**config.mk**
```make
export PLATFORM = sky130hd
export DESIGN_NAME = ptl_decode
export DESIGN_NICKNAME = d
export VERILOG_FILES = /design/src/hw/rtl/ptl_pkg.sv /design/src/hw/rtl/ptl_decode.sv
export SDC_FILE = /design/constraint.sdc
export NUM_CORES = 1
export LEC_CHECK = 0
export ABC_AREA = 1
export BUFFER_PORTS_ARGS = -buffer_cell sky130_fd_sc_hd__buf_2
export CAP_MARGIN = 40
export CORE_MARGIN = 4
export CORE_UTILIZATION = 30
export DETAILED_ROUTE_END_ITERATION = 12
export PLACE_DENSITY_LB_ADDON = 0.25
export SYNTH_ARGS = -nofsm -noshare
export SYNTH_HDL_FRONTEND = slang
export SYNTH_SLANG_ARGS = --single-unit
```
**constraint.sdc**
```tcl
create_clock -name clock -period 3.55 [get_ports clock]
set_input_delay 1.065 -clock clock [delete_from_list [all_inputs] [get_ports clock]]
set_output_delay 1.065 -clock clock [all_outputs]
set_load 0.02 [all_outputs]
```
**src/hw/rtl/ptl_pkg.sv**
```systemverilog
// ----------------------------------------------------------------------------
// Proportional text layout package
// Shared constants, register indexes, payload structs and the scale helper.
// ----------------------------------------------------------------------------
`default_nettype none

package ptl_pkg;

   // Defaults for the top-level parameters
   localparam int GLYPH_ENTRIES_DEF = 256;
   localparam int PEN_BITS_DEF      = 16;

   // Result queue: records of one item each
   localparam int RSP_DEPTH = 4;
   localparam int RSP_PTR_W = $clog2(RSP_DEPTH);
   localparam int RSP_CNT_W = $clog2(RSP_DEPTH + 1);

   // Item commands
   localparam logic CMD_METRICS = 1'b0;
   localparam logic CMD_TEXT    = 1'b1;

   // Result kinds
   localparam logic KIND_GLYPH   = 1'b0;
   localparam logic KIND_SUMMARY = 1'b1;

   // Configuration register indexes
   localparam logic [2:0] CSR_CELL_W   = 3'd0;
   localparam logic [2:0] CSR_CELL_H   = 3'd1;
   localparam logic [2:0] CSR_LAYOUT   = 3'd2;
   localparam logic [2:0] CSR_ORIGIN_X = 3'd3;
   localparam logic [2:0] CSR_ORIGIN_Y = 3'd4;
   localparam logic [2:0] CSR_SCALE    = 3'd5;

   // Atlas layouts; the unused code behaves as the grid
   localparam logic [1:0] LAYOUT_GRID   = 2'd0;
   localparam logic [1:0] LAYOUT_COLUMN = 2'd1;
   localparam logic [1:0] LAYOUT_ROW    = 2'd2;

   // Configuration reset values
   localparam logic [7:0]  CELL_W_RST = 8'd16;
   localparam logic [7:0]  CELL_H_RST = 8'd16;
   localparam logic [11:0] SCALE_RST  = 12'd256;

   // UTF-8 byte classes and special characters
   localparam logic [7:0] UTF_LEAD_MASK = 8'hE0;
   localparam logic [7:0] UTF_LEAD      = 8'hC0;
   localparam logic [7:0] UTF_CONT_MASK = 8'hC0;
   localparam logic [7:0] UTF_CONT      = 8'h80;
   localparam logic [7:0] CHAR_NEWLINE  = 8'h0A;
   localparam logic [7:0] CHAR_QUESTION = 8'h3F;

   typedef struct packed {
      logic [7:0]         cell_w;
      logic [7:0]         cell_h;
      logic [1:0]         layout;
      logic signed [15:0] origin_x;
      logic signed [15:0] origin_y;
      logic [11:0]        scale;
   } ptl_cfg_type;

   typedef struct packed {
      logic [7:0] left;
      logic [7:0] draw_width;
      logic [7:0] advance;
   } ptl_metrics_type;

   // One decoded code point: newline or a glyph table index
   typedef struct packed {
      logic       valid;
      logic       newline;
      logic [7:0] idx;
   } ptl_code_type;

   // A text item after decode: up to two codes, in order
   typedef struct packed {
      logic                    valid;
      logic                    eos;
      ptl_code_type [1:0]      code;
   } ptl_item_type;

   // A code after table lookup and scaling
   typedef struct packed {
      logic        valid;
      logic        newline;
      logic        draw;
      logic [15:0] src_x;
      logic [15:0] src_y;
      logic [7:0]  src_w;
      logic [11:0] dst_w;
      logic [11:0] adv;
   } ptl_glyph_type;

   typedef struct packed {
      logic [15:0] src_x;
      logic [15:0] src_y;
      logic [7:0]  src_w;
      logic [15:0] dst_x;
      logic [15:0] dst_y;
      logic [11:0] dst_w;
   } ptl_rect_type;

   // All results of one item
   typedef struct packed {
      logic [1:0]         glyph_valid;
      logic               sum_valid;
      ptl_rect_type [1:0] rect;
      logic [7:0]         src_h;
      logic [11:0]        dst_h;
      logic [15:0]        measured;
   } ptl_rec_type;

   typedef struct packed {
      logic        kind;
      logic [15:0] src_x;
      logic [15:0] src_y;
      logic [7:0]  src_w;
      logic [7:0]  src_h;
      logic [15:0] dst_x;
      logic [15:0] dst_y;
      logic [11:0] dst_w;
      logic [11:0] dst_h;
      logic [15:0] measured;
      logic        last;
   } ptl_rsp_type;

   // floor(value * scale / 256), at least 1
   function automatic logic [11:0] ptl_scale(input logic [7:0] value,
                                             input logic [11:0] scale);
      logic [19:0] prod;
      prod = {12'd0, value} * {8'd0, scale};
      return (prod[19:8] == 12'd0) ? 12'd1 : prod[19:8];
   endfunction

endpackage

`default_nettype wire

```
**src/hw/rtl/ptl_decode.sv**
```systemverilog
// ----------------------------------------------------------------------------
// Text byte decoder
// Pairs UTF-8 lead and continuation bytes and issues up to two glyph codes.
// ----------------------------------------------------------------------------
`default_nettype none

module ptl_decode (
   input  wire                    clock,
   input  wire                    reset,
   input  wire                    accept,
   input  wire [7:0]              text_byte,
   input  wire                    end_of_string,
   output logic [7:0]             rd_idx0,
   output logic [7:0]             rd_idx1,
   output ptl_pkg::ptl_item_type  item
);
   import ptl_pkg::*;

   logic         pend_ff, pend_in;
   logic [7:0]   lead_ff, lead_in;
   ptl_item_type item_ff, item_in;
   logic         is_cont, is_lead;

   function automatic ptl_code_type make_code(input logic [10:0] cp);
      ptl_code_type c;
      c.valid   = 1'b1;
      c.newline = (cp == {3'd0, CHAR_NEWLINE});
      c.idx     = (cp > 11'd255) ? CHAR_QUESTION : cp[7:0];
      return c;
   endfunction

   // Classify the byte against the held lead byte
   always_comb begin
      is_cont = ((text_byte & UTF_CONT_MASK) == UTF_CONT);
      is_lead = ((text_byte & UTF_LEAD_MASK) == UTF_LEAD) && !end_of_string;
      item_in       = '0;
      item_in.valid = accept;
      item_in.eos   = end_of_string;
      pend_in       = pend_ff;
      lead_in       = lead_ff;
      if (pend_ff && is_cont) begin
         item_in.code[0] = make_code({lead_ff[4:0], text_byte[5:0]});
         pend_in         = 1'b0;
      end else begin
         if (pend_ff) begin
            item_in.code[0] = make_code({3'd0, lead_ff});
            if (!is_lead) begin
               item_in.code[1] = make_code({3'd0, text_byte});
            end
         end else if (!is_lead) begin
            item_in.code[0] = make_code({3'd0, text_byte});
         end
         pend_in = is_lead;
         if (is_lead) begin
            lead_in = text_byte;
         end
      end
   end

   // Look up both codes right away
   assign rd_idx0 = item_in.code[0].idx;
   assign rd_idx1 = item_in.code[1].idx;

   // Hold the lead byte across items
   always_ff @(posedge clock) begin
      if (reset) begin
         pend_ff       <= 1'b0;
         lead_ff       <= 8'd0;
         item_ff.valid <= 1'b0;
      end else begin
         item_ff.valid <= accept;
         if (accept) begin
            pend_ff <= pend_in;
            lead_ff <= lead_in;
         end
      end
   end

   always_ff @(posedge clock) begin
      if (accept) begin
         item_ff.eos  <= item_in.eos;
         item_ff.code <= item_in.code;
      end
   end

   assign item = item_ff;

endmodule

`default_nettype wire

```
* After elaboration in Yosys (flattened, before gate mapping)
Index checks and enable logic that the tools add are counted.
** Storage, ports and cells
- Register bits :: 31
- Input port bits :: 12
- Output and inout port bits :: 38
- Logic and storage cells :: 31
** Cells by class
- $lt $le $gt $ge :: 1
- Equal/unequal tests :: 5
- Mux-type cells :: 7
- Bitwise gates (word level) :: 2
- Reductions and logical operators :: 6
** Operator list (number)
- two-way mux 8 bit :: 3
- two-way mux 9 bit :: 2
- == test 8 x 4 -> 1 bit (second input constant) :: 2
- == test 11 x 4 -> 1 bit (second input constant) :: 1
- greater-than comparator 11 x 8 -> 1 bit (second input constant) :: 1
- two-way mux 10 bit :: 1
- OR reduction 2 bit :: 2
- == test 3 bit (second input constant) :: 1
- AND reduction 3 bit :: 1
- == test 2 bit (second input constant) :: 1
- logical AND 1 bit :: 2
- NOT 1 bit :: 2
- zero test 1 bit :: 1
- two-way mux 1 bit :: 1

* Logic depth before layout (Yosys ltp)
- Depth in word-level cells :: 5
- Depth in mapped cells :: 8
- Depth with buffers taken out :: 7

* Least setup slack after synthesis
OpenSTA, ideal clock, no wires.
- Path type :: input port to output port
- From :: in text_byte[6]
- To :: out rd_idx1[0]
- Arrival :: 1.785 ns
- Required time :: 2.485 ns
- Setup slack :: 0.700 ns
- Stages on the path :: 8
- Buffers on the path :: 1
- Cells stage by stage :: nand2_1 inv_2 nand2_2 inv_1 nor2_2 inv_2 nor2_1 buf_4
** RTL lines
- from (decl) :: line ptl_decode.sv:11 : input wire [7:0] text_byte,
- to (decl) :: line ptl_decode.sv:14 : output logic [7:0] rd_idx1,

* Worst setup path after layout
- From :: in text_byte[6]
- To :: out rd_idx0[6]
** Between the ends
- Word-level cells in the longest chain between the ends :: 5
- Elaborated cells between the ends (all ways) :: 7
- Classes of those cells :: 2 x eq/ne; 3 x mux; 2 x reduce/logical
** Ends and longest elaborated chain
- == test 3 bit :: line ptl_decode.sv:35 : is_lead = ((text_byte & UTF_LEAD_MASK) == UTF_LEAD) && !end_of_string;
- logical AND 1 bit :: line ptl_decode.sv:35
- two-way mux 10 bit :: line ptl_decode.sv:50 : end else if (!is_lead) begin
- two-way mux 9 bit :: line ptl_decode.sv:45 : if (pend_ff) begin
- two-way mux 9 bit * :: line ptl_decode.sv:41 : if (pend_ff && is_cont) begin
- to (decl) :: line ptl_decode.sv:13 : output logic [7:0] rd_idx0,
Mark *: on every way between the ends. The rest lies on a longest branch, timed or not.

==> impl_metrics.py <==
metrics = {
    "status": {
        "outcome": "completed",
    },
    "die": {
        "die_area_um2": 6191,
        "design.core.area_um2": 4786,
        "rows": 25,
        "die_w_um": 78.69,
        "die_h_um": 78.69,
        "pin_count": 50,
        "start_util_pct": 31.32,
    },
    "cts": {
        "cts_sinks": 31,
        "cts-root-buf": "clkbuf_8",
        "post-cts-setup-buffer-count": 0,
        "htreeDepth": 2,
        "cts_buffers": 5,
        "clkLatencyLatePin_ns": 0.28,
        "cts_tree": "done",
        "cts_resized": 0,
        "path_clk_slew_ns": 0.06,
        "cts_hold_buf": 0,
        "cts_buffer_depth": 2,
    },
    "placed_design": {
        "io_buffers": 49,
        "place_ws_ns": 0.3648,
        "gp_congestion": 0.8318,
        "hpwl_um": 2523,
    },
    "synth": {
        "synth_warnings": 0,
        "ys_types": 17,
        "postSynthCellCount": 174,
        "postSynthAreaPerCell_um2": 8.615,
        "syn_area_um2": 1499,
        "ys_seq_elements": 31,
        "synth.net_count": 186,
        "ys_seq_area_share_pct": 55.43,
    },
    "detailed_routing": {
        "dr.pass1.iters": 4,
        "vias": 1157,
        "drt_iter0_drc": 32,
        "routed_via_density": 4.117,
        "routedWlPerCell_um": 11.41,
        "routed_wl_um": 3206,
        "drc": 0,
        "detail-route-antenna-nets": 0,
    },
    "global_route": {
        "grt_usage_pct": 11.14,
        "grt_pass1_vias": 1105,
        "grt_max_degree": 24,
        "grt_pass1_wl_um": 5216,
        "antenna_found_initial": 0,
        "overflow": 0,
    },
    "sta": {
        "slew_headroom_pct": 62.81,
        "tightestPinTransition_ns": 0.5579,
        "drv_slew": 0,
        "hold_viol": 0,
        "clock-skew-final_ns": 0.005429,
        "setup_slack_ns": 0.3821,
        "rsz0062_at_grt": "no",
        "post-route-min-period_ns": 3.168,
        "tns_ns": 0,
        "fin_hold_ws_ns": 0.4769,
        "clock.fmax_mhz": 315.7,
        "finalSetupViolCount": 0,
        "fin_crit_sh_pct": 89.24,
    },
    "layout": {
        "antenna_cells": 0,
        "postLayoutCoreUtil_pct": 37.20,
        "drive_gt1_share_pct": 29.44,
        "area_delta_synth_final_pct": 18.78,
        "nNetsFinal": 225,
        "nFillCells": 521,
    },
    "pwr": {
        "switching_power_mw": 0.1972,
        "power_leakage_nw": 0.8925,
        "clockPowerShare_pct": 34.7,
        "power_per_cell_area_nw_per_um2": 426.0,
        "p_sw_share_pct": 26.00,
        "ir_drop_mv": 0.1715,
        "intPower_mw": 0.5613,
        "comb_power_share_pct": 11.9,
        "p_total_mw": 0.7585,
        "pwr-share-seq_pct": 53.4,
    },
    "worst_setup_path": {
        "cp.required_ns": 2.48,
        "critPathMaxFanout": 7,
        "crit_type": "in2out",
        "worstPathArrival_ns": 2.10,
        "cp-end-kind": "primary output",
        "cp-start-kind": "input port",
    },
    "flow_run": {
        "maxCapViolCount": 0,
    },
    "hold_path": {
        "min_path_type": "reg2reg",
    },
}
metrics by stage:
stage          cell area, um2  cells
2_1_floorplan            1499    174
3_3_place_gp             1697    273
3_5_place_dp             1697    273
4_1_cts                  1780    281
5_1_grt                  1780    281
6_report                 1780    281
final cells by class:
cell class	count	area, um2	share of cell area, %
Sequential cell	31	830.8	46.66
Tap cell	67	83.83	4.708
Inverter	26	97.59	5.481
Multi-Input combinational cell	100	439.2	24.67
Clock inverter	3	15.01	0.8433
Clock buffer	5	68.82	3.865
Timing Repair Buffer	49	245.2	13.77
routing by layer:
| layer | share of wire (%) | vias to the layer above | track usage (%) |
|---|---|---|---|
| li1 | - | 609 | - |
| met1 | 46 | 511 | 13.08 |
| met2 | 47 | 32 | 18.17 |
| met3 | 5.8 | 5 | 4.128 |
| met4 | 1.6 | 0 | 4.720 |
| met5 | 0 | - | 0 |
cells in the final DEF, fill, tap and decap left out, types with 3 or more instances in the layout:
master	synthesis	final
a21oi_1	4	4
buf_2	0	49
clkbuf_8	0	5
clkinv_2	0	3
dfxtp_1	10	10
edfxtp_1	21	21
inv_1	23	23
nand2_1	35	35
nand3_1	18	18
nor2_1	31	31
o21ai_0	5	5
state kept, by name, indices dropped and copies added, names as in the netlist:
name and cells:
lead_ff 8, item 22, pend_ff 1
cell families after synthesis:
| family | count (synthesis) | synth area share [%] |
|---|---|---|
| buffers and inverters | 43 | 15.28 |
| DFF | 31 | 55.43 |
| AOI/OAI and AO/OA | 9 | 3.005 |
| and+or+nand+nor | 91 | 26.29 |
cell usage after synthesis:
library cell,n,area [um2]
nand2_1,35,131.4
nor2_1,31,116.4
inv_1,23,86.33
edfxtp_1,21,630.6
nand3_1,18,90.09
buf_4,16,120.1
dfxtp_1,10,200.2
o21ai_0,5,25.02
a21oi_1,4,20.02
inv_2,2,7.510
nand3b_1,2,15.01
nor2_2,2,12.51
buf_6,1,11.26
clkinv_1,1,3.750
nand2_2,1,6.260
nand3_4,1,17.52
nor3_1,1,5.000
worst max-delay path, stage by stage:
cell and delay [ns]:
buf_2 0.11, inv_1 0.10, nand2_1 0.06, nand2_1 0.19, inv_1 0.17, nand2_1 0.09, nand3_1 0.13, buf_2 0.19
final timing paths:
path,startpoint,cells past startpoint,slack (ns),end
setup / recovery,text_byte[6],8,0.38,rd_idx0[6]
hold / removal,lead_ff[6],2,0.48,lead_ff[6]
setup reg to reg,pend_ff,3,2.29,item[6]
hold reg to reg,lead_ff[6],2,0.48,lead_ff[6]
power by group through the flow:
stage	Combinational, mW	Sequential [mW]	Clock (mW)
global placement	0.0918	0.412	0
global route	0.0998	0.406	0.291
finish	0.0904	0.405	0.263
CTS	0.0922	0.405	0.274
detailed placement	0.0921	0.413	0
floorplan	0.0432	0.430	0
Power figures use the tool's default switching activity.
