$ cat config.mk
export PLATFORM = sky130hd
export DESIGN_NAME = ptl_layout
export DESIGN_NICKNAME = d
export VERILOG_FILES = /design/src/hw/rtl/ptl_pkg.sv /design/src/hw/rtl/ptl_layout.sv
export SDC_FILE = /design/constraint.sdc
export NUM_CORES = 2
export LEC_CHECK = 0
export ABC_AREA = 1
export BUFFER_PORTS_ARGS = -buffer_cell sky130_fd_sc_hd__buf_2
export CAP_MARGIN = 40
export CORE_AREA = 2 2 220 276
export CTS_BUF_LIST = sky130_fd_sc_hd__clkbuf_8 sky130_fd_sc_hd__clkbuf_16
export DETAILED_ROUTE_END_ITERATION = 12
export DIE_AREA = 0 0 222 278
export MAX_ROUTING_LAYER = met4
export PLACE_DENSITY = 0.95
export SETUP_SLACK_MARGIN = 0.02
export SLEW_MARGIN = 20
export SYNTH_ARGS = -nofsm -noshare
export SYNTH_HDL_FRONTEND = slang
export SYNTH_SLANG_ARGS = --single-unit
$ cat constraint.sdc
create_clock -name clock -period 11.85 [get_ports clock]
set_input_delay 0 -clock clock [delete_from_list [all_inputs] [get_ports clock]]
set_output_delay 0 -clock clock [all_outputs]
set_load 0.1 [all_outputs]
$ cat src/hw/rtl/ptl_pkg.sv
// ----------------------------------------------------------------------------
// Proportional text layout package
// Shared constants, register indexes, payload structs and the scale helper.
// ----------------------------------------------------------------------------
`default_nettype none

package ptl_pkg;

   // Defaults for the top-level parameters
   localparam int GLYPH_ENTRIES_DEF = 256;
   localparam int PEN_BITS_DEF      = 16;

   // Result queue: records of one item each
   localparam int RSP_DEPTH = 4;
   localparam int RSP_PTR_W = $clog2(RSP_DEPTH);
   localparam int RSP_CNT_W = $clog2(RSP_DEPTH + 1);

   // Item commands
   localparam logic CMD_METRICS = 1'b0;
   localparam logic CMD_TEXT    = 1'b1;

   // Result kinds
   localparam logic KIND_GLYPH   = 1'b0;
   localparam logic KIND_SUMMARY = 1'b1;

   // Configuration register indexes
   localparam logic [2:0] CSR_CELL_W   = 3'd0;
   localparam logic [2:0] CSR_CELL_H   = 3'd1;
   localparam logic [2:0] CSR_LAYOUT   = 3'd2;
   localparam logic [2:0] CSR_ORIGIN_X = 3'd3;
   localparam logic [2:0] CSR_ORIGIN_Y = 3'd4;
   localparam logic [2:0] CSR_SCALE    = 3'd5;

   // Atlas layouts; the unused code behaves as the grid
   localparam logic [1:0] LAYOUT_GRID   = 2'd0;
   localparam logic [1:0] LAYOUT_COLUMN = 2'd1;
   localparam logic [1:0] LAYOUT_ROW    = 2'd2;

   // Configuration reset values
   localparam logic [7:0]  CELL_W_RST = 8'd16;
   localparam logic [7:0]  CELL_H_RST = 8'd16;
   localparam logic [11:0] SCALE_RST  = 12'd256;

   // UTF-8 byte classes and special characters
   localparam logic [7:0] UTF_LEAD_MASK = 8'hE0;
   localparam logic [7:0] UTF_LEAD      = 8'hC0;
   localparam logic [7:0] UTF_CONT_MASK = 8'hC0;
   localparam logic [7:0] UTF_CONT      = 8'h80;
   localparam logic [7:0] CHAR_NEWLINE  = 8'h0A;
   localparam logic [7:0] CHAR_QUESTION = 8'h3F;

   typedef struct packed {
      logic [7:0]         cell_w;
      logic [7:0]         cell_h;
      logic [1:0]         layout;
      logic signed [15:0] origin_x;
      logic signed [15:0] origin_y;
      logic [11:0]        scale;
   } ptl_cfg_type;

   typedef struct packed {
      logic [7:0] left;
      logic [7:0] draw_width;
      logic [7:0] advance;
   } ptl_metrics_type;

   // One decoded code point: newline or a glyph table index
   typedef struct packed {
      logic       valid;
      logic       newline;
      logic [7:0] idx;
   } ptl_code_type;

   // A text item after decode: up to two codes, in order
   typedef struct packed {
      logic                    valid;
      logic                    eos;
      ptl_code_type [1:0]      code;
   } ptl_item_type;

   // A code after table lookup and scaling
   typedef struct packed {
      logic        valid;
      logic        newline;
      logic        draw;
      logic [15:0] src_x;
      logic [15:0] src_y;
      logic [7:0]  src_w;
      logic [11:0] dst_w;
      logic [11:0] adv;
   } ptl_glyph_type;

   typedef struct packed {
      logic [15:0] src_x;
      logic [15:0] src_y;
      logic [7:0]  src_w;
      logic [15:0] dst_x;
      logic [15:0] dst_y;
      logic [11:0] dst_w;
   } ptl_rect_type;

   // All results of one item
   typedef struct packed {
      logic [1:0]         glyph_valid;
      logic               sum_valid;
      ptl_rect_type [1:0] rect;
      logic [7:0]         src_h;
      logic [11:0]        dst_h;
      logic [15:0]        measured;
   } ptl_rec_type;

   typedef struct packed {
      logic        kind;
      logic [15:0] src_x;
      logic [15:0] src_y;
      logic [7:0]  src_w;
      logic [7:0]  src_h;
      logic [15:0] dst_x;
      logic [15:0] dst_y;
      logic [11:0] dst_w;
      logic [11:0] dst_h;
      logic [15:0] measured;
      logic        last;
   } ptl_rsp_type;

   // floor(value * scale / 256), at least 1
   function automatic logic [11:0] ptl_scale(input logic [7:0] value,
                                             input logic [11:0] scale);
      logic [19:0] prod;
      prod = {12'd0, value} * {8'd0, scale};
      return (prod[19:8] == 12'd0) ? 12'd1 : prod[19:8];
   endfunction

endpackage

`default_nettype wire

$ cat src/hw/rtl/ptl_layout.sv
// ----------------------------------------------------------------------------
// Layout pipeline
// Scales looked-up metrics, walks the pen and builds the results of an item.
// ----------------------------------------------------------------------------
`default_nettype none

module ptl_layout #(
   parameter int PEN_BITS = 16
) (
   input  wire                              clock,
   input  wire                              reset,
   input  ptl_pkg::ptl_cfg_type             cfg,
   input  ptl_pkg::ptl_item_type            item,
   input  ptl_pkg::ptl_metrics_type [1:0]   rd_data,
   output logic [1:0]                       inflight,
   output logic                             push,
   output ptl_pkg::ptl_rec_type             push_rec
);
   import ptl_pkg::*;

   localparam int SUM_W = ((PEN_BITS > 16) ? PEN_BITS : 16) + 2;
   localparam logic signed [SUM_W-1:0] DST_HI = SUM_W'(32'sd32767);
   localparam logic signed [SUM_W-1:0] DST_LO = SUM_W'(-32'sd32768);

   ptl_glyph_type [1:0]  glyph;
   ptl_glyph_type [1:0]  glyph_ff;
   logic                 s2_valid_ff;
   logic                 eos_ff;
   logic [11:0]          scaled_h_ff;
   logic [PEN_BITS-1:0]  pen_x_ff, pen_x_in;
   logic [PEN_BITS-1:0]  pen_y_ff, pen_y_in;
   logic [PEN_BITS-1:0]  widest_ff, widest_in;
   ptl_rec_type          rec;

   function automatic logic [PEN_BITS-1:0] pen_add(input logic [PEN_BITS-1:0] base,
                                                   input logic [11:0] step);
      logic [PEN_BITS:0] sum;
      sum = {1'b0, base} + {{(PEN_BITS-11){1'b0}}, step};
      return sum[PEN_BITS] ? {PEN_BITS{1'b1}} : sum[PEN_BITS-1:0];
   endfunction

   function automatic logic [15:0] dst_sat(input logic [15:0] origin,
                                           input logic [PEN_BITS-1:0] off);
      logic signed [SUM_W-1:0] sum;
      sum = $signed({{(SUM_W-16){origin[15]}}, origin})
          + $signed({{(SUM_W-PEN_BITS){1'b0}}, off});
      if (sum > DST_HI) begin
         return 16'h7FFF;
      end else if (sum < DST_LO) begin
         return 16'h8000;
      end
      return sum[15:0];
   endfunction

   function automatic logic [15:0] width_sat(input logic [PEN_BITS-1:0] v);
      logic [PEN_BITS+15:0] wide;
      wide = {16'd0, v};
      return (|wide[PEN_BITS+15:16]) ? 16'hFFFF : wide[15:0];
   endfunction

   // Stage 1: atlas position and scaled sizes of each code
   always_comb begin
      logic [7:0] col;
      logic [7:0] row;
      for (int k = 0; k < 2; k++) begin
         case (cfg.layout)
            LAYOUT_COLUMN: begin
               col = 8'd0;
               row = item.code[k].idx;
            end
            LAYOUT_ROW: begin
               col = item.code[k].idx;
               row = 8'd0;
            end
            default: begin
               col = {4'd0, item.code[k].idx[3:0]};
               row = {4'd0, item.code[k].idx[7:4]};
            end
         endcase
         glyph[k].valid   = item.valid && item.code[k].valid;
         glyph[k].newline = item.code[k].newline;
         glyph[k].draw    = (rd_data[k].draw_width != 8'd0);
         glyph[k].src_x   = ({8'd0, col} * {8'd0, cfg.cell_w}) + {8'd0, rd_data[k].left};
         glyph[k].src_y   = {8'd0, row} * {8'd0, cfg.cell_h};
         glyph[k].src_w   = rd_data[k].draw_width;
         glyph[k].dst_w   = ptl_scale(rd_data[k].draw_width, cfg.scale);
         glyph[k].adv     = ptl_scale(rd_data[k].advance, cfg.scale);
      end
   end

   // Advance the stage valids
   always_ff @(posedge clock) begin
      if (reset) begin
         s2_valid_ff <= 1'b0;
      end else begin
         s2_valid_ff <= item.valid;
      end
   end

   always_ff @(posedge clock) begin
      glyph_ff    <= glyph;
      eos_ff      <= item.eos;
      scaled_h_ff <= ptl_scale(cfg.cell_h, cfg.scale);
   end

   // Stage 2: walk the pen over both codes, then close the string
   always_comb begin
      logic [PEN_BITS-1:0] px;
      logic [PEN_BITS-1:0] py;
      logic [PEN_BITS-1:0] wd;
      px  = pen_x_ff;
      py  = pen_y_ff;
      wd  = widest_ff;
      rec = '0;
      for (int k = 0; k < 2; k++) begin
         if (glyph_ff[k].valid) begin
            if (glyph_ff[k].newline) begin
               if (px > wd) begin
                  wd = px;
               end
               px = '0;
               py = pen_add(py, scaled_h_ff);
            end else begin
               rec.glyph_valid[k]  = glyph_ff[k].draw;
               rec.rect[k].src_x   = glyph_ff[k].src_x;
               rec.rect[k].src_y   = glyph_ff[k].src_y;
               rec.rect[k].src_w   = glyph_ff[k].src_w;
               rec.rect[k].dst_x   = dst_sat(cfg.origin_x, px);
               rec.rect[k].dst_y   = dst_sat(cfg.origin_y, py);
               rec.rect[k].dst_w   = glyph_ff[k].dst_w;
               px = pen_add(px, glyph_ff[k].adv);
            end
         end
      end
      rec.src_h     = cfg.cell_h;
      rec.dst_h     = scaled_h_ff;
      rec.sum_valid = eos_ff;
      rec.measured  = width_sat((px > wd) ? px : wd);
      if (eos_ff) begin
         pen_x_in  = '0;
         pen_y_in  = '0;
         widest_in = '0;
      end else begin
         pen_x_in  = px;
         pen_y_in  = py;
         widest_in = wd;
      end
   end

   // Hold the pen between items, clear at reset and at the end of a string
   always_ff @(posedge clock) begin
      if (reset) begin
         pen_x_ff  <= '0;
         pen_y_ff  <= '0;
         widest_ff <= '0;
      end else if (s2_valid_ff) begin
         pen_x_ff  <= pen_x_in;
         pen_y_ff  <= pen_y_in;
         widest_ff <= widest_in;
      end
   end

   assign push     = s2_valid_ff && ((|rec.glyph_valid) || rec.sum_valid);
   assign push_rec = rec;
   assign inflight = {1'b0, item.valid} + {1'b0, s2_valid_ff};

endmodule

`default_nettype wire

# After elaboration in Yosys (flattened, before gate mapping)
# Index checks and enable logic that the tools add are counted.
[word_totals]
ff_bits = 196
latchBits = 0
ram_bits = 0
mem_bits_ro = 0
input_bits = 134
out_inout_bits = 210
wordCells = 129
mem_count = 0
[classes]
add_sub_neg = 11
multipliers = 9
n_div = 0
n_lt_le_gt_ge = 11
n_eq_ne = 2
shift = 0
mux = 62
bitwise = 0
n_reduce_logical = 12
[op_table]
columns = ["op", "n"]
rows = [
  ["16-bit two-way mux", 34],
  ["84-bit two-way mux", 4],
  ["8-bit by 12-bit multiplier with 20-bit output", 5],
  ["16-bit by 17-bit adder with 18-bit output", 4],
  ["18-bit by 16-bit > comparator with 1-bit output (second input constant)", 4],
  ["18-bit by 16-bit < comparator with 1-bit output (second input constant)", 4],
  ["16-bit by 12-bit adder with 17-bit output", 4],
  ["8-bit by 8-bit multiplier with 16-bit output", 4],
  ["8-bit case mux with 2 select lines", 4],
  ["12-bit logical NOT", 5],
  ["16-bit > comparator", 3],
  ["16-bit by 8-bit adder with 16-bit output", 2],
  ["1-bit two-way mux", 20],
  ["8-bit nonzero test", 2],
  ["1-bit logical AND", 3],
  ["1-bit by 1-bit adder with 2-bit output", 1],
  ["2-bit by 1-bit equality test with 1-bit output (second input constant)", 1],
  ["2-bit equality test (second input constant)", 1],
  ["2-bit OR reduction", 1],
  ["1-bit logical OR", 1],
]

# Logic depth before layout (Yosys ltp)
[logic_depth]
depth_word = 13
depth_mapped = 36
mapped_depth_nobuf = 34

# Least setup slack after synthesis
# OpenSTA, ideal clock, no wires.
[synth_path]
kind = "reg-to-output"
from = "reg pen_x_ff[0]"
to = "out push_rec[0] in the netlist's numbering"
t_arrival_ns = 6.839
t_required_ns = 11.850
path_slack_ns = 5.011
stages_incl_launch_ff = 32
n_path_buf = 3
cell_sequence = "dfxtp_1 ha_1 fa_1 nand2_1 nand2_1 nand3_1 nand2_1 nand2_1 nand3_2 buf_4 o221ai_1 inv_1 ha_1 a21oi_1 o21a_1 o221ai_1 nand3_1 a21boi_2 inv_1 clkbuf_1 nand2_1 nand2_1 ha_1 nand2_1 inv_1 nand3_1 nor4_1 a211o_1 o21a_1 inv_1 clkbuf_1 o21ai_0"
[synth_lines]
columns = ["element", "line_no", "rtl"]
rows = [
  ["start: declaration", "ptl_layout.sv:30", "logic [PEN_BITS-1:0] pen_x_ff, pen_x_in;"],
  ["start signal: assignment", "ptl_layout.sv:157", "pen_x_ff <= pen_x_in;"],
  ["end: declaration", "ptl_layout.sv:17", "output ptl_pkg::ptl_rec_type push_rec"],
]

==> metrics.cfg <==
[pwr]
leakage_nw = 23.8
power.density_mw_per_mm2 = 161
ir_drop_v = 0.000187

[drt]
drtAntennaViolNets = 0
drt-initial-drc-count = 3487
viasPerCell = 5.79
wl_um = 114000
firstDrtPassIters = 6
wire_per_inst_um = 17.9
drc = 0
vias = 37000

[clock_tree]
clock_latency_ps = 520
clk_pin_slew_ps = 100
cts_tree = built
ctsResizeCount = 0
cts_sinks = 196
cts.path.max_buffers = 2
clock-root-buffer = clkbuf_16
htree_levels = 4
numCtsBuffers = 17

[setup_path]
worstSetupStartpointType = register
arrival_ps = 8580
ff2ff_setup_slack_ps = 6430
critPathRequiredTime_ps = 11850
crit_type = register to output port
crit_fanout = 21
cp-end-kind = output port

[grt]
use_met1 = 0.419
grt_pass1_wl_um = 182000
use_met3 = 0.0610
grt_pass1_vias = 37600
grt_start_max_net_pins = 69
grt_usage = 0.380
grt_antenna_before_repair = 11
grt_overflow = 0
grt.busiest_layer = met2
use_met2 = 0.641

[timing]
fin_ws_ps = 3270
slew_headroom = 0.288
rsz0062_at_grt = false
max_freq_mhz = 116
drv_slew = 0
min_period_ps = 8580
setup_viol = 0
finClkSkew_ps = 22.3
finalHoldViolCount = 0
post-route-period-util = 0.724
holdWs_ps = 113
tns_ps = 0
tightest_slew_ps = 1070

[synth]
synth_ff_type = dfxtp_1
ys_warn_count = 0
yosysTopAreaCellShare = 0.244
yosys_register_bits = 196
synth.area.top_cells = fa_1 (24%), ha_1 (16%), nand2_1 (13%), inv_1 (11%), dfxtp_1 (10%)
syn-instance-count = 5372
ys_types = 59
synth_nets = 6465
synth_edf_count = 0
ys_seq_area_frac = 0.103
syn_area_mm2 = 0.0380
yosys.area.top_type = fa_1
synth_area_per_cell_um2 = 7.08
synthArstFlopShare = 0

[layout]
final_common_cell = nand2_1
regArea_mm2 = 0.00392
area.growth.synth_to_final_pct = 8.45
design_area_mm2 = 0.0412
final_nets = 6696
drive_gt1_frac = 0.0810
multi_input_area_mm2 = 0.0291
layout_common_cells = nand2_1 (1293), inv_1 (1116), ha_1 (496)
fillers = 4602

[die]
die_x_um = 222
start_util = 0.643
rows = 100
die-area_mm2 = 0.0617
die_h_um = 278
pin_count = 344
core_area_mm2 = 0.0592

[job]
drv_cap = 0

[place]
pre_cts_ws_ps = 4140
place.gp.congestion = 1.10
dpl_cell_area_mm2 = 0.0402
portBuffers = 343
hpwl_um = 89600

[status]
status = finished clean

[hold_path]
hold_class = primary input to register

## cells in the mapped netlist (21+ instances only)
| library cell | instances |
|---|---|
| a21oi_1 | 378 |
| clkbuf_1 | 148 |
| dfxtp_1 | 196 |
| fa_1 | 463 |
| ha_1 | 496 |
| inv_1 | 1117 |
| nand2_1 | 1293 |
| nand3_1 | 158 |
| nand4_1 | 28 |
| nor2_1 | 447 |
| nor3_1 | 39 |
| o21ai_0 | 157 |
| o21ai_1 | 21 |
| xnor2_1 | 69 |
| xor2_1 | 119 |
## metrics by stage
step / cells / utilization / power [mW]
after detailed placement: 6317 / 0.679 / 5.80
after global placement: 6311 / 0.677 / 5.65
after global routing: 6392 / 0.697 / 7.21
after floorplan: 5372 / - / 4.59
final: 6393 / 0.697 / 6.64
after CTS: 6375 / 0.694 / 6.52
## routing by layer
metal | part of all wire | wire, um
met5 | 0 | 0
met4 | 0.072 | 8220
met3 | 0.088 | 10100
met2 | 0.48 | 54800
met1 | 0.36 | 41200
## path summary, 6_finish.rpt
path | from | endpoint | cells past startpoint
max | pen_x_ff[10]$_SDFFE_PP0P_ | push_rec[5] | 26
min | item[20] | eos_ff$_DFF_P_ | 2
max reg2reg | pen_x_ff[10]$_SDFFE_PP0P_ | widest_ff[5]$_SDFFE_PP0P_ | 19
min reg2reg | widest_ff[10]$_SDFFE_PP0P_ | widest_ff[10]$_SDFFE_PP0P_ | 2
## layout make-up
cell class / count / share of cell area
inverters: 1131 / 0.103
multi-input cells: 3868 / 0.706
well taps: 765 / 0.0232
clock inverters: 15 / 0.00598
clock buffers: 17 / 0.0103
flip-flops and latches: 196 / 0.0951
diodes: 12 / 0.000728
repair buffers: 389 / 0.0553
## critical path, cell delays in order (launching register included)
cell and delay (ps):
dfxtp_1 560, ha_1 360, nand2_2 120, inv_1 50, a21oi_1 230, inv_1 60, nand2_1 70, nand3_2 210
o221ai_1 560, inv_1 200, ha_1 340, a21oi_1 70, o21a_1 180, o221ai_1 170, nand3_1 120, a21boi_2 630
inv_1 510, a21boi_0 630, inv_1 100, ha_1 320, nand4_1 110, o221ai_1 220, a211o_1 160, o21a_1 550
inv_1 410, o21ai_0 570, buf_2 530
## power breakdown
| group | switching, mW | internal (mW) |
|---|---|---|
| logic | 3.38 | 1.59 |
| registers | 0.112 | 0.874 |
| clock network | 0.373 | 0.304 |
| total | 3.87 | 2.77 |
## sequential cells by signal, summed over array words and instances, names as in the netlist
register and count:
widest_ff 16, pen_y_ff 16, scaled_h_ff 12, s2_valid_ff 1, glyph_ff 134, eos_ff 1
pen_x_ff 16
## logic make-up after synthesis
kind of cell,count (synthesis),share of synthesized area
compound gates,693,0.101
xor+xnor,189,0.0437
fa+ha+maj,959,0.407
buf+inv,1308,0.131
flops,196,0.103
simple gates,2027,0.215
## repair_timing
action                                  4_1_cts  5_1_grt
endpoints found under the setup margin        0        0
setup buffers                                 0        0
hold buffers                                 26        0
endpoints found under the hold margin        46        0
Note: power is estimated with default switching activity, not from simulation.
